## config.mk

```make
export PLATFORM = sky130hd
export DESIGN_NAME = decimal_period_length
export DESIGN_NICKNAME = d
export VERILOG_FILES = /design/src/dpl_pkg.sv /design/src/dpl_strip.sv /design/src/dpl_queue.sv /design/src/dpl_order.sv /design/src/decimal_period_length.sv
export SDC_FILE = /design/constraint.sdc
export NUM_CORES = 1
export LEC_CHECK = 0
export BUFFER_PORTS_ARGS = -buffer_cell sky130_fd_sc_hd__buf_2
export CAP_MARGIN = 10
export CORE_AREA = 8 8 178 180
export CTS_CLUSTER_DIAMETER = 50
export DETAILED_ROUTE_END_ITERATION = 6
export DIE_AREA = 0 0 186 188
export MAX_ROUTING_LAYER = met4
export PLACE_DENSITY = 0.67
export SYNTH_ARGS = -nofsm -noshare
export SYNTH_HDL_FRONTEND = slang
export SYNTH_SLANG_ARGS = --single-unit
```

## constraint.sdc

```tcl
create_clock -name clk -period 8.99 [get_ports clk]
set_clock_uncertainty 0.2 [all_clocks]
set_input_delay 0.899 -clock clk [delete_from_list [all_inputs] [get_ports clk]]
set_output_delay 0.899 -clock clk [all_outputs]
set_load 0.03 [all_outputs]
```

## src/dpl_pkg.sv

```systemverilog
// ----------------------------------------------------------------------------
// dpl_pkg: shared constants for the decimal period length block
// Result field width and the small constants of the digit arithmetic.
// ----------------------------------------------------------------------------
`default_nettype none

package dpl_pkg;

  // width of the period_length result field
  localparam int unsigned PERIOD_BITS = 10;

  // radix of the expansion and the factors that never recur
  localparam int unsigned RADIX = 10;
  localparam int unsigned FIVE  = 5;

  // inverse of five modulo 2**32; its low bits give the inverse for any
  // narrower width, so exact division by five is one multiply
  localparam logic [31:0] FIVE_INV = 32'hCCCC_CCCD;

  // number of multiples of m held by the back end (1*m .. 9*m)
  localparam int unsigned NUM_MULT = RADIX - 1;

endpackage

`default_nettype wire

```

## src/dpl_strip.sv

```systemverilog
// ----------------------------------------------------------------------------
// dpl_strip: front end, removes factors of two and five
// Accepts one denominator, shifts out twos, divides out fives by reciprocal.
// ----------------------------------------------------------------------------
`default_nettype none

module dpl_strip #(
  parameter int DENOM_BITS = 10
) (
  input  wire logic                  clk,
  input  wire logic                  rst,
  input  wire logic                  push,
  output logic                       full,
  input  wire logic [DENOM_BITS-1:0] denominator,
  output logic                       q_push,
  input  wire logic                  q_full,
  output logic [DENOM_BITS-1:0]      q_data
);

  localparam longint unsigned       DMAX = (64'd1 << DENOM_BITS) - 64'd1;
  localparam logic [DENOM_BITS-1:0] INV5 = DENOM_BITS'(dpl_pkg::FIVE_INV);
  localparam logic [DENOM_BITS-1:0] LIM5 = DENOM_BITS'(DMAX / 64'(dpl_pkg::FIVE));

  typedef enum logic [3:0] {
    F_IDLE = 4'b0001,
    F_TWO  = 4'b0010,
    F_FIVE = 4'b0100,
    F_DONE = 4'b1000
  } front_state_t;

  front_state_t          state;
  logic [DENOM_BITS-1:0] val;
  logic [DENOM_BITS-1:0] prod;

  // exact quotient by five when val is a multiple of five; the product stays
  // at or below LIM5 exactly in that case
  assign prod = val * INV5;

  assign full   = (state != F_IDLE);
  assign q_push = (state == F_DONE);
  assign q_data = val;

  always_ff @(posedge clk) begin
    if (rst) begin
      state <= F_IDLE;
    end else begin
      case (state)
        F_IDLE: begin
          if (push) begin
            val   <= denominator;
            state <= (denominator == '0) ? F_DONE : F_TWO;
          end
        end
        F_TWO: begin
          if (!val[0]) begin
            val <= val >> 1;
          end else begin
            state <= F_FIVE;
          end
        end
        F_FIVE: begin
          // divisible: keep quotient and try again, else done
          if (prod <= LIM5) begin
            val <= prod;
          end else begin
            state <= F_DONE;
          end
        end
        F_DONE: begin
          if (!q_full) begin
            state <= F_IDLE;
          end
        end
        default: begin
          state <= F_IDLE;
        end
      endcase
    end
  end

endmodule

`default_nettype wire

```

## src/dpl_queue.sv

```systemverilog
// ----------------------------------------------------------------------------
// dpl_queue: two-entry queue between front and back end
// Lets the stripping stage run ahead while the order search is busy.
// ----------------------------------------------------------------------------
`default_nettype none

module dpl_queue #(
  parameter int WIDTH = 10
) (
  input  wire logic             clk,
  input  wire logic             rst,
  input  wire logic             push,
  output logic                  full,
  input  wire logic [WIDTH-1:0] wdata,
  input  wire logic             pop,
  output logic                  empty,
  output logic [WIDTH-1:0]      rdata
);

  logic [WIDTH-1:0] mem [2];
  logic             wr_ptr;
  logic             rd_ptr;
  logic [1:0]       used;
  logic             do_push;
  logic             do_pop;

  assign full    = (used == 2'd2);
  assign empty   = (used == 2'd0);
  assign rdata   = mem[rd_ptr];
  assign do_push = push && !full;
  assign do_pop  = pop && !empty;

  always_ff @(posedge clk) begin
    if (do_push) begin
      mem[wr_ptr] <= wdata;
    end
  end

  always_ff @(posedge clk) begin
    if (rst) begin
      wr_ptr <= 1'b0;
      rd_ptr <= 1'b0;
      used   <= 2'd0;
    end else begin
      if (do_push) begin
        wr_ptr <= ~wr_ptr;
      end
      if (do_pop) begin
        rd_ptr <= ~rd_ptr;
      end
      case ({do_push, do_pop})
        2'b10:   used <= used + 2'd1;
        2'b01:   used <= used - 2'd1;
        default: used <= used;
      endcase
    end
  end

endmodule

`default_nettype wire

```

## src/dpl_order.sv

```systemverilog
// ----------------------------------------------------------------------------
// dpl_order: back end, multiplicative order of ten modulo m
// Builds 1*m..9*m, then steps r = 10*r mod m until the first remainder recurs.
// ----------------------------------------------------------------------------
`default_nettype none

module dpl_order #(
  parameter int DENOM_BITS = 10
) (
  input  wire logic                          clk,
  input  wire logic                          rst,
  input  wire logic                          q_empty,
  output logic                               q_pop,
  input  wire logic [DENOM_BITS-1:0]         q_data,
  output logic                               empty,
  input  wire logic                          pop,
  output logic [dpl_pkg::PERIOD_BITS-1:0]    period_length,
  output logic                               terminates
);

  localparam int XW = DENOM_BITS + 4;
  localparam int PB = dpl_pkg::PERIOD_BITS;
  localparam int CW = (DENOM_BITS > PB) ? DENOM_BITS : PB;
  localparam int NM = dpl_pkg::NUM_MULT;

  typedef enum logic [3:0] {
    B_IDLE = 4'b0001,
    B_MULT = 4'b0010,
    B_STEP = 4'b0100,
    B_DONE = 4'b1000
  } back_state_t;

  back_state_t           state;
  logic [DENOM_BITS-1:0] m;
  logic [XW-1:0]         acc;
  logic [XW-1:0]         mult [1:NM];
  logic [3:0]            mcnt;
  logic [DENOM_BITS-1:0] r;
  logic [DENOM_BITS-1:0] first;
  logic                  have_first;
  logic [CW-1:0]         count;
  logic                  term;

  logic                  res_valid;
  logic [PB-1:0]         res_period;
  logic                  res_term;

  logic [XW-1:0]         t;
  logic [XW-1:0]         sub;
  logic [XW-1:0]         nr_wide;
  logic [DENOM_BITS-1:0] nr;

  // 10*r, then subtract the largest multiple of m not above it
  always_comb begin
    t   = XW'({r, 3'b000}) + XW'({r, 1'b0});
    sub = '0;
    for (int j = 1; j <= NM; j++) begin
      if (t >= mult[j]) begin
        sub = mult[j];
      end
    end
    nr_wide = t - sub;
    nr      = nr_wide[DENOM_BITS-1:0];
  end

  assign q_pop         = (state == B_IDLE) && !q_empty;
  assign empty         = !res_valid;
  assign period_length = res_period;
  assign terminates    = res_term;

  always_ff @(posedge clk) begin
    if (state == B_MULT) begin
      for (int j = 1; j < NM; j++) begin
        mult[j] <= mult[j+1];
      end
      mult[NM] <= acc;
    end
  end

  always_ff @(posedge clk) begin
    if (rst) begin
      state     <= B_IDLE;
      res_valid <= 1'b0;
    end else begin
      if (pop && res_valid) begin
        res_valid <= 1'b0;
      end
      case (state)
        B_IDLE: begin
          if (!q_empty) begin
            m <= q_data;
            if (q_data <= DENOM_BITS'(1)) begin
              count <= '0;
              term  <= 1'b1;
              state <= B_DONE;
            end else begin
              acc        <= XW'(q_data);
              mcnt       <= '0;
              term       <= 1'b0;
              have_first <= 1'b0;
              r          <= DENOM_BITS'(1);
              state      <= B_MULT;
            end
          end
        end
        B_MULT: begin
          acc  <= acc + XW'(m);
          mcnt <= mcnt + 4'd1;
          if (mcnt == 4'(NM - 1)) begin
            state <= B_STEP;
          end
        end
        B_STEP: begin
          if (!have_first) begin
            first      <= nr;
            r          <= nr;
            count      <= CW'(1);
            have_first <= 1'b1;
          end else if (nr == first) begin
            state <= B_DONE;
          end else begin
            r     <= nr;
            count <= count + CW'(1);
          end
        end
        B_DONE: begin
          if (!res_valid) begin
            res_valid  <= 1'b1;
            res_period <= count[PB-1:0];
            res_term   <= term;
            state      <= B_IDLE;
          end
        end
        default: begin
          state <= B_IDLE;
        end
      endcase
    end
  end

endmodule

`default_nettype wire

```

## src/decimal_period_length.sv

```systemverilog
// ----------------------------------------------------------------------------
// decimal_period_length: length of the recurring cycle of 1/d
// Strips twos and fives from d, then counts the order of ten modulo the rest.
// ----------------------------------------------------------------------------
//
//   channel   direction  handshake       fields
//   --------  ---------  --------------  ---------------------------------
//   request   in         push / full     denominator
//   result    out        pop / empty     period_length, terminates
//
// The front end shifts out factors of two, then divides out factors of five
// (exact division by a reciprocal multiply), then hands the result to the
// queue. The back end builds 1*m..9*m, then steps the remainder until the
// first one recurs; the remainder loop sets the rate. The two-entry queue
// lets the front end strip the next request while the back end searches.
// Reset (rst, synchronous) empties both ends and the queue. A result
// waiting on pop does not stop the back end from starting the next
// request; it only holds at the finish until the result is taken.
//
`default_nettype none

module decimal_period_length #(
  parameter int DENOM_BITS = 10
) (
  input  wire logic                       clk,
  input  wire logic                       rst,
  input  wire logic                       push,
  output logic                            full,
  input  wire logic [DENOM_BITS-1:0]      denominator,
  output logic                            empty,
  input  wire logic                       pop,
  output logic [dpl_pkg::PERIOD_BITS-1:0] period_length,
  output logic                            terminates
);

  // front end to queue
  logic                  f_push;
  logic                  f_full;
  logic [DENOM_BITS-1:0] f_data;

  // queue to back end
  logic                  b_pop;
  logic                  b_empty;
  logic [DENOM_BITS-1:0] b_data;

  // front: accept the request, strip twos and fives
  dpl_strip #(
    .DENOM_BITS (DENOM_BITS)
  ) u_strip (
    .clk         (clk),
    .rst         (rst),
    .push        (push),
    .full        (full),
    .denominator (denominator),
    .q_push      (f_push),
    .q_full      (f_full),
    .q_data      (f_data)
  );

  // decouple the two ends
  dpl_queue #(
    .WIDTH (DENOM_BITS)
  ) u_queue (
    .clk   (clk),
    .rst   (rst),
    .push  (f_push),
    .full  (f_full),
    .wdata (f_data),
    .pop   (b_pop),
    .empty (b_empty),
    .rdata (b_data)
  );

  // back: step the remainder and hold the result for pop
  dpl_order #(
    .DENOM_BITS (DENOM_BITS)
  ) u_order (
    .clk           (clk),
    .rst           (rst),
    .q_empty       (b_empty),
    .q_pop         (b_pop),
    .q_data        (b_data),
    .empty         (empty),
    .pop           (pop),
    .period_length (period_length),
    .terminates    (terminates)
  );

endmodule

`default_nettype wire

```

==> results of run 1 <==
==> through the flow <==
step	total power, mW	hold WS, ns	area [µm²]	utilization (%)
global placement	3.459	0.2300	14960	51.56
global route	4.974	0.2503	15920	54.89
finish	4.642	0.2454	15920	54.89
floorplan	2.972	0.2003	14230	-
detailed placement	3.513	0.2323	14960	51.56
CTS	4.690	0.2454	15920	54.87
==> critical path: cells and delay by family (launching register included) <==
| family | cells | cell delay (ns) |
|---|---|---|
| buf+inv | 1 | 0.23 |
| compound gates | 20 | 4.36 |
| mux | 2 | 0.42 |
| fa+ha+maj | 3 | 0.86 |
| flops | 1 | 0.42 |
| xor+xnor | 2 | 0.41 |
| simple gates | 6 | 0.97 |
==> power by group through the flow <==
stage          logic, mW  registers, mW  clock network [mW]
3_3_place_gp        2.03           1.43                   0
5_1_grt             2.34           1.42                1.21
6_report            2.08           1.41                1.15
4_1_cts             2.10           1.41                1.18
2_1_floorplan       1.56           1.41                   0
3_5_place_dp        2.08           1.44                   0
==> kinds of logic after synthesis <==
group | count (synthesis) | share of synthesized area (%)
buffers and inverters | 205 | 5.549
AO/OA/AOI/OAI | 281 | 12.88
adder cells (fa/ha/maj) | 186 | 16.94
XOR/XNOR | 58 | 3.667
flip-flops | 241 | 49.88
multiplexers | 29 | 2.172
AND/OR/NAND/NOR | 248 | 8.917
==> final timing paths <==
kind	start	end	slack, ns	cells after the start
max	u_order.r[3]	u_order.r[2]	0.71	34
min	u_order.mult[0][43]	u_order.mult[0][29]	0.25	0
max reg2reg	u_order.r[3]	u_order.r[2]	0.71	34
min reg2reg	u_order.mult[0][43]	u_order.mult[0][29]	0.25	0
==> sequential cells by signal, indices dropped and copies added, names as in the netlist, named ones only <==
register	flops
u_order.mcnt	4
u_queue.rd_ptr	1
u_order.m	10
u_queue.used	2
u_order.first	10
u_queue.wr_ptr	1
u_order.mult	126
u_strip.state	4
u_order.term	1
u_order.terminates	1
u_order.acc	14
u_strip.q_data	10
u_order.r	10
u_order.count	10
u_order.res_valid	1
u_order.have_first	1
u_queue.mem	20
u_order.period_length	10
u_order.state	4
==> cells in the final DEF (no fill, tap or decap), types with 10 or more instances in the layout <==
master | synthesis | layout
o211a_1 | 10 | 10
xnor2_1 | 35 | 35
nor3_1 | 12 | 12
nand2_1 | 60 | 60
edfxtp_1 | 227 | 227
fa_1 | 11 | 11
nand3_1 | 23 | 23
a21oi_1 | 103 | 103
ha_1 | 175 | 175
dfxtp_1 | 14 | 14
mux2i_1 | 14 | 14
nor2_1 | 68 | 68
mux2_2 | 15 | 15
xor2_1 | 22 | 22
clkbuf_16 | 0 | 30
nand4_1 | 12 | 12
nand2b_1 | 11 | 11
inv_1 | 187 | 186
buf_2 | 1 | 27
a21o_1 | 16 | 16
buf_4 | 0 | 26
o21ai_0 | 52 | 52
a211oi_1 | 10 | 10
==> layout make-up <==
| type | instances | area (µm²) |
|---|---|---|
| fill | 2533 | 13090 |
| sequential | 241 | 7097 |
| clock inverter | 16 | 141.4 |
| timing repair buffer | 53 | 330.3 |
| clock buffer | 40 | 818.3 |
| inverter | 187 | 704.4 |
| tap | 390 | 488.0 |
| multi-input combinational | 802 | 6342 |
==> layer usage <==
layer	vias up	part of all wire, %	track usage [%]
met5	-	0	-
met4	0	3.1	5.987
met3	70	3.9	2.806
met2	176	52	31.08
met1	4541	41	19.69
li1	4695	-	-
==> results.yml, run 1 <==
critical_path:
  worstPathMaxFanout: 10
  crit_slowest_cell: "a21boi_1"
  crit_required_ns: 8.96
  cp.arrival_ns: 8.25
  crit_type: "flip-flop to flip-flop"
  crit_top_cell: "a21oi_1"
  timing.critical_path.from_type: "flip-flop"
  end_kind: "flip-flop"
  critPathMaxStageDelay_ns: 0.78
cts:
  clkTransAtPathRegs_ns: 0.06
  cts_buffer_depth: 3
  hold_buffers: 0
  cts_resized: 0
  numCtsBuffers: 30
  htree_levels: 1
  cts.sinks: 241
  cts_setup_buffers: 0
  cts_tree: "yes"
  clockRootBuffer: "clkbuf_16"
  worstSkewPairLatency_ns: 0.55
routing:
  detail_route.iter0.violations: 473
  routed_wl_um: 29690
  viasPerCell: 5.484
  remaining_drc_errors: 0
  postRouteAntennaNets: 0
  wl_per_cell_um: 17.17
  dr.pass1.iters: 5
  dr_total_vias: 9482
power:
  p_switching_mw: 1.758
  seqPwrFrac_pct: 30.4
  pwr-share-comb_pct: 44.8
  swShare_pct: 37.88
  ir_drop_v: 0.0006147
  leakagePower_nw: 6.636
  pwr_density_cell_nw_per_um2: 291.6
  internal-power_mw: 2.884
  clockPowerShare_pct: 24.8
synthesis:
  synth_area_leaders: "edfxtp_1 (48%), ha_1 (15%), inv_1 (4.9%)"
  synth_cell_types: 78
  ys_ff_latch: 241
  synth_area_um2: 14230
  yosys_warnings: 0
  async_reset_ff_share_pct: 0
  synth_nets: 1448
  netlist.top_cell.by_area: "edfxtp_1"
  syn_inst: 1248
  synthFlopType: "edfxtp_1"
  synth-seq-area-share_pct: 49.88
  yosys.area.top_type_share_pct: 47.91
  syn_avg_cell_area_um2: 11.40
  synth_edf_count: 227
  yosys-top-cells-count: "edfxtp_1 (227), inv_1 (187), ha_1 (175)"
  synth.most_common_cell: "edfxtp_1"
timing:
  tightestPinTransition_ns: 1.210
  slew_viol_final: 0
  min_period_over_period_pct: 92.10
  clock.fmax_mhz: 120.8
  hold_viol: 0
  setup_slack_ns: 0.7102
  rsz0062_at_grt: "no"
  slew_headroom_pct: 18.77
  setup_viol: 0
  period_minus_slack_ns: 8.280
  tns_ns: 0
place:
  port_buffers: 26
  dp_hpwl_um: 22350
  gp_congestion: 0.8694
  post-place-ws_ns: 0.7959
  dp_cells: 1672
global_routing:
  grt_usage_pct: 17.53
  grt_pass1_wl_um: 48090
  antenna_found_initial: 0
  grt_max_degree: 66
  grt_pass1_vias: 9713
  grt_overflow: 0
floorplan:
  die_h_um: 188
  num_rows: 63
  die_area_um2: 34970
  core_area_um2: 29010
  initial_utilization_pct: 49.05
  dieWidth_um: 186
  io_pins: 27
finish:
  fin_nets: 1515
  drive_gt1_share_pct: 9.858
  area_growth_pct: 11.90
  antenna_cells: 0
  final_cells: 1729
flow_run:
  max_cap_viol_count: 0
hold_path:
  min_path_type: "flip-flop to flip-flop"
outcome:
  outcome: "complete, no violations"
Note: power is estimated with default switching activity, not from simulation.
==> run 2: changes to the inputs <==
ABC_AREA = 1   (was not set)
CORE_AREA = 8 8 179 181   (was 8 8 178 180)
DIE_AREA = 0 0 187 189   (was 0 0 186 188)
==> results.yml, run 2 <==
outcome:
  outcome: "complete, no violations"
timing:
  slew_headroom_pct: 34.45
  rsz0062_at_grt: "no"
  tightestPinTransition_ns: 0.9797
  setup_viol: 0
  setup_slack_ns: 1.347
  clock.fmax_mhz: 130.8
  hold_viol: 0
  min_period_over_period_pct: 85.02
  period_minus_slack_ns: 7.643
  tns_ns: 0
  slew_viol_final: 0
synthesis:
  muxShareOfSynthArea_pct: 0.6954
  synth_top_family_by_area: "adder cells"
  synth-compound-area-share_pct: 10.91
  synth_edf_count: 227
  synth_area_um2: 14390
  synth-simple-area-share_pct: 12.27
  syn_inst: 1465
  ys_ff_latch: 241
  yosys-top-cells-count: "inv_1 (278), edfxtp_1 (227), nand2_1 (212)"
  netlist.top_cell.by_area: "edfxtp_1"
  syn_avg_cell_area_um2: 9.825
  synth_nets: 1665
  yosys.area.top_type_share_pct: 47.36
  async_reset_ff_share_pct: 0
  synth_xor_area_share_pct: 2.182
  yosys_warnings: 0
  synth_area_leaders: "edfxtp_1 (47%), ha_1 (15%), inv_1 (7.2%)"
  synthFlopType: "edfxtp_1"
  synth-seq-area-share_pct: 49.30
  synth.most_common_cell: "inv_1"
  synth_cell_types: 46
  synth_adder_area_share_pct: 16.74
floorplan:
  die_area_um2: 35340
  dieWidth_um: 187
  io_pins: 27
  num_rows: 63
  core_area_um2: 29240
  die_h_um: 189
  initial_utilization_pct: 49.22
critical_path:
  worstPathBufferInverterCount: 5
  crit_type: "flip-flop to flip-flop"
  startpoint: "u_order.r[0]"
  end_kind: "flip-flop"
  crit_required_ns: 9.03
  cp.arrival_ns: 7.68
  cp_top_family: "compound AO/OA/AOI/OAI gates"
  critPathMaxStageDelay_ns: 0.72
  worstPathMaxFanout: 12
  reg2reg_to: "u_order.count[9]"
  timing.critical_path.from_type: "flip-flop"
  r2r_cells: 40
  r2r_start: "u_order.r[0]"
  crit_slowest_cell: "edfxtp_1"
  r2r_slack_ns: 1.35
global_routing:
  grt_pass1_wl_um: 47890
  antenna_found_initial: 0
  grt_overflow: 0
  grt_usage_pct: 16.44
  grt_pass1_vias: 10360
  grt_max_degree: 72
finish:
  antenna_cells: 0
  largest_register_ffs: 126
  seq_area_um2: 7097
  fin_nets: 1716
  drive_gt1_share_pct: 7.943
  area_growth_pct: 11.07
  regMostFlops: "u_order.mult"
  fill_cells: 2563
  layout_commonest_cell: "inv_1"
  largestRegisters: "u_order.mult x126, u_queue.mem x20, u_order.acc x14"
  multi_input_area_um2: 6172
  layout_common_cells: "inv_1 (278), edfxtp_1 (227), nand2_1 (212)"
hold_path:
  whs_path_depth: 0
  whs_endpoint: "u_order.mult[0][100]"
  hold_start: "u_order.mult[0][114]"
  min_path_type: "flip-flop to flip-flop"
place:
  gp_congestion: 0.9033
  dp_hpwl_um: 21260
  port_buffers: 26
  post-place-ws_ns: 1.439
cts:
  cts_tree: "yes"
  cts_buffer_depth: 3
  cts_setup_buffers: 0
  worstSkewPairLatency_ns: 0.55
  htree_levels: 1
  cts.sinks: 241
  clkTransAtPathRegs_ns: 0.06
  hold_buffers: 0
  numCtsBuffers: 29
  cts_resized: 0
  clockRootBuffer: "clkbuf_16"
routing:
  detail_route.iter0.violations: 526
  postRouteAntennaNets: 0
  wl_per_cell_um: 14.72
  dr_total_vias: 10020
  dr.pass1.iters: 5
  viasPerCell: 5.200
  routed_wl_um: 28350
  remaining_drc_errors: 0
flow_run:
  max_cap_viol_count: 0
## run 2: cell count changes after synthesis, sizes merged, moves of 9 or more
cell / delta
a221oi: -9
nand2b: -11
o21ai: +24
nor3: +11
mux2i: -13
nand2: +168
nand3: +28
nor2: +14
inv: +95
o211a: -10
xnor2: -19
a21oi: +47
a21o: -15
## run 2: how the worst max path moves through the flow
stage / end / slack, ns / cells past startpoint
3_5_place_dp: u_order.count[3] / 1.44 / 40
4_1_cts: u_order.count[4] / 1.35 / 40
2_1_floorplan: u_order.acc[0] / 0.84 / 5
3_3_place_gp: u_order.count[6] / 1.60 / 40
6_report: u_order.count[9] / 1.35 / 40
5_1_grt: u_order.count[4] / 0.46 / 40
## run 2: kinds of logic (layout without fill, tap and decap cells)
| family | Yosys count | in the layout |
|---|---|---|
| AND/OR/NAND/NOR | 408 | 408 |
| buffers and inverters | 300 | 371 |
| AO/OA/AOI/OAI | 286 | 286 |
| flip-flops | 241 | 241 |
| adder cells (fa/ha/maj) | 186 | 186 |
| XOR/XNOR | 35 | 35 |
| multiplexers | 9 | 9 |
## run 2: layer usage
metal	vias up	GRT usage [%]	part of all wire (%)	wire length (µm)
met2	162	30.00	51	14350
li1	5105	-	-	-
met3	52	2.226	3.3	935
met5	-	-	0	0
met4	0	4.582	2.7	767
met1	4697	18.74	43	12290
## run 2: per-stage QoR
step	instances	area, µm²	utilization [%]	hold WS, ns
after floorplan	1465	14400	-	0.2003
after global placement	1875	15040	51.42	0.2277
after detailed placement	1875	15040	51.42	0.2147
after CTS	1926	15990	54.67	0.2435
after global routing	1926	15990	54.67	0.2524
final	1926	15990	54.67	0.2358
## run 2: cell type report
cell class | count | share of cell area (%)
clock buffer | 32 | 4.609
tap | 390 | 3.052
inverter | 282 | 6.636
sequential | 241 | 44.39
multi-input combinational | 924 | 38.61
clock inverter | 19 | 1.330
timing repair buffer | 38 | 1.377
## run 2: worst reg2reg max path: cells and delay by family (launching register included)
family | cells | cell delay [ns]
compound gates | 17 | 2.59
xor+xnor | 1 | 0.34
fa+ha+maj | 4 | 1.36
buf+inv | 5 | 0.75
flops | 1 | 0.72
simple gates | 13 | 1.36
Power of run 2 is left out: the tool's default activity adds up to more than one toggle a clock period on the data nets, which glitch-free logic cannot reach.
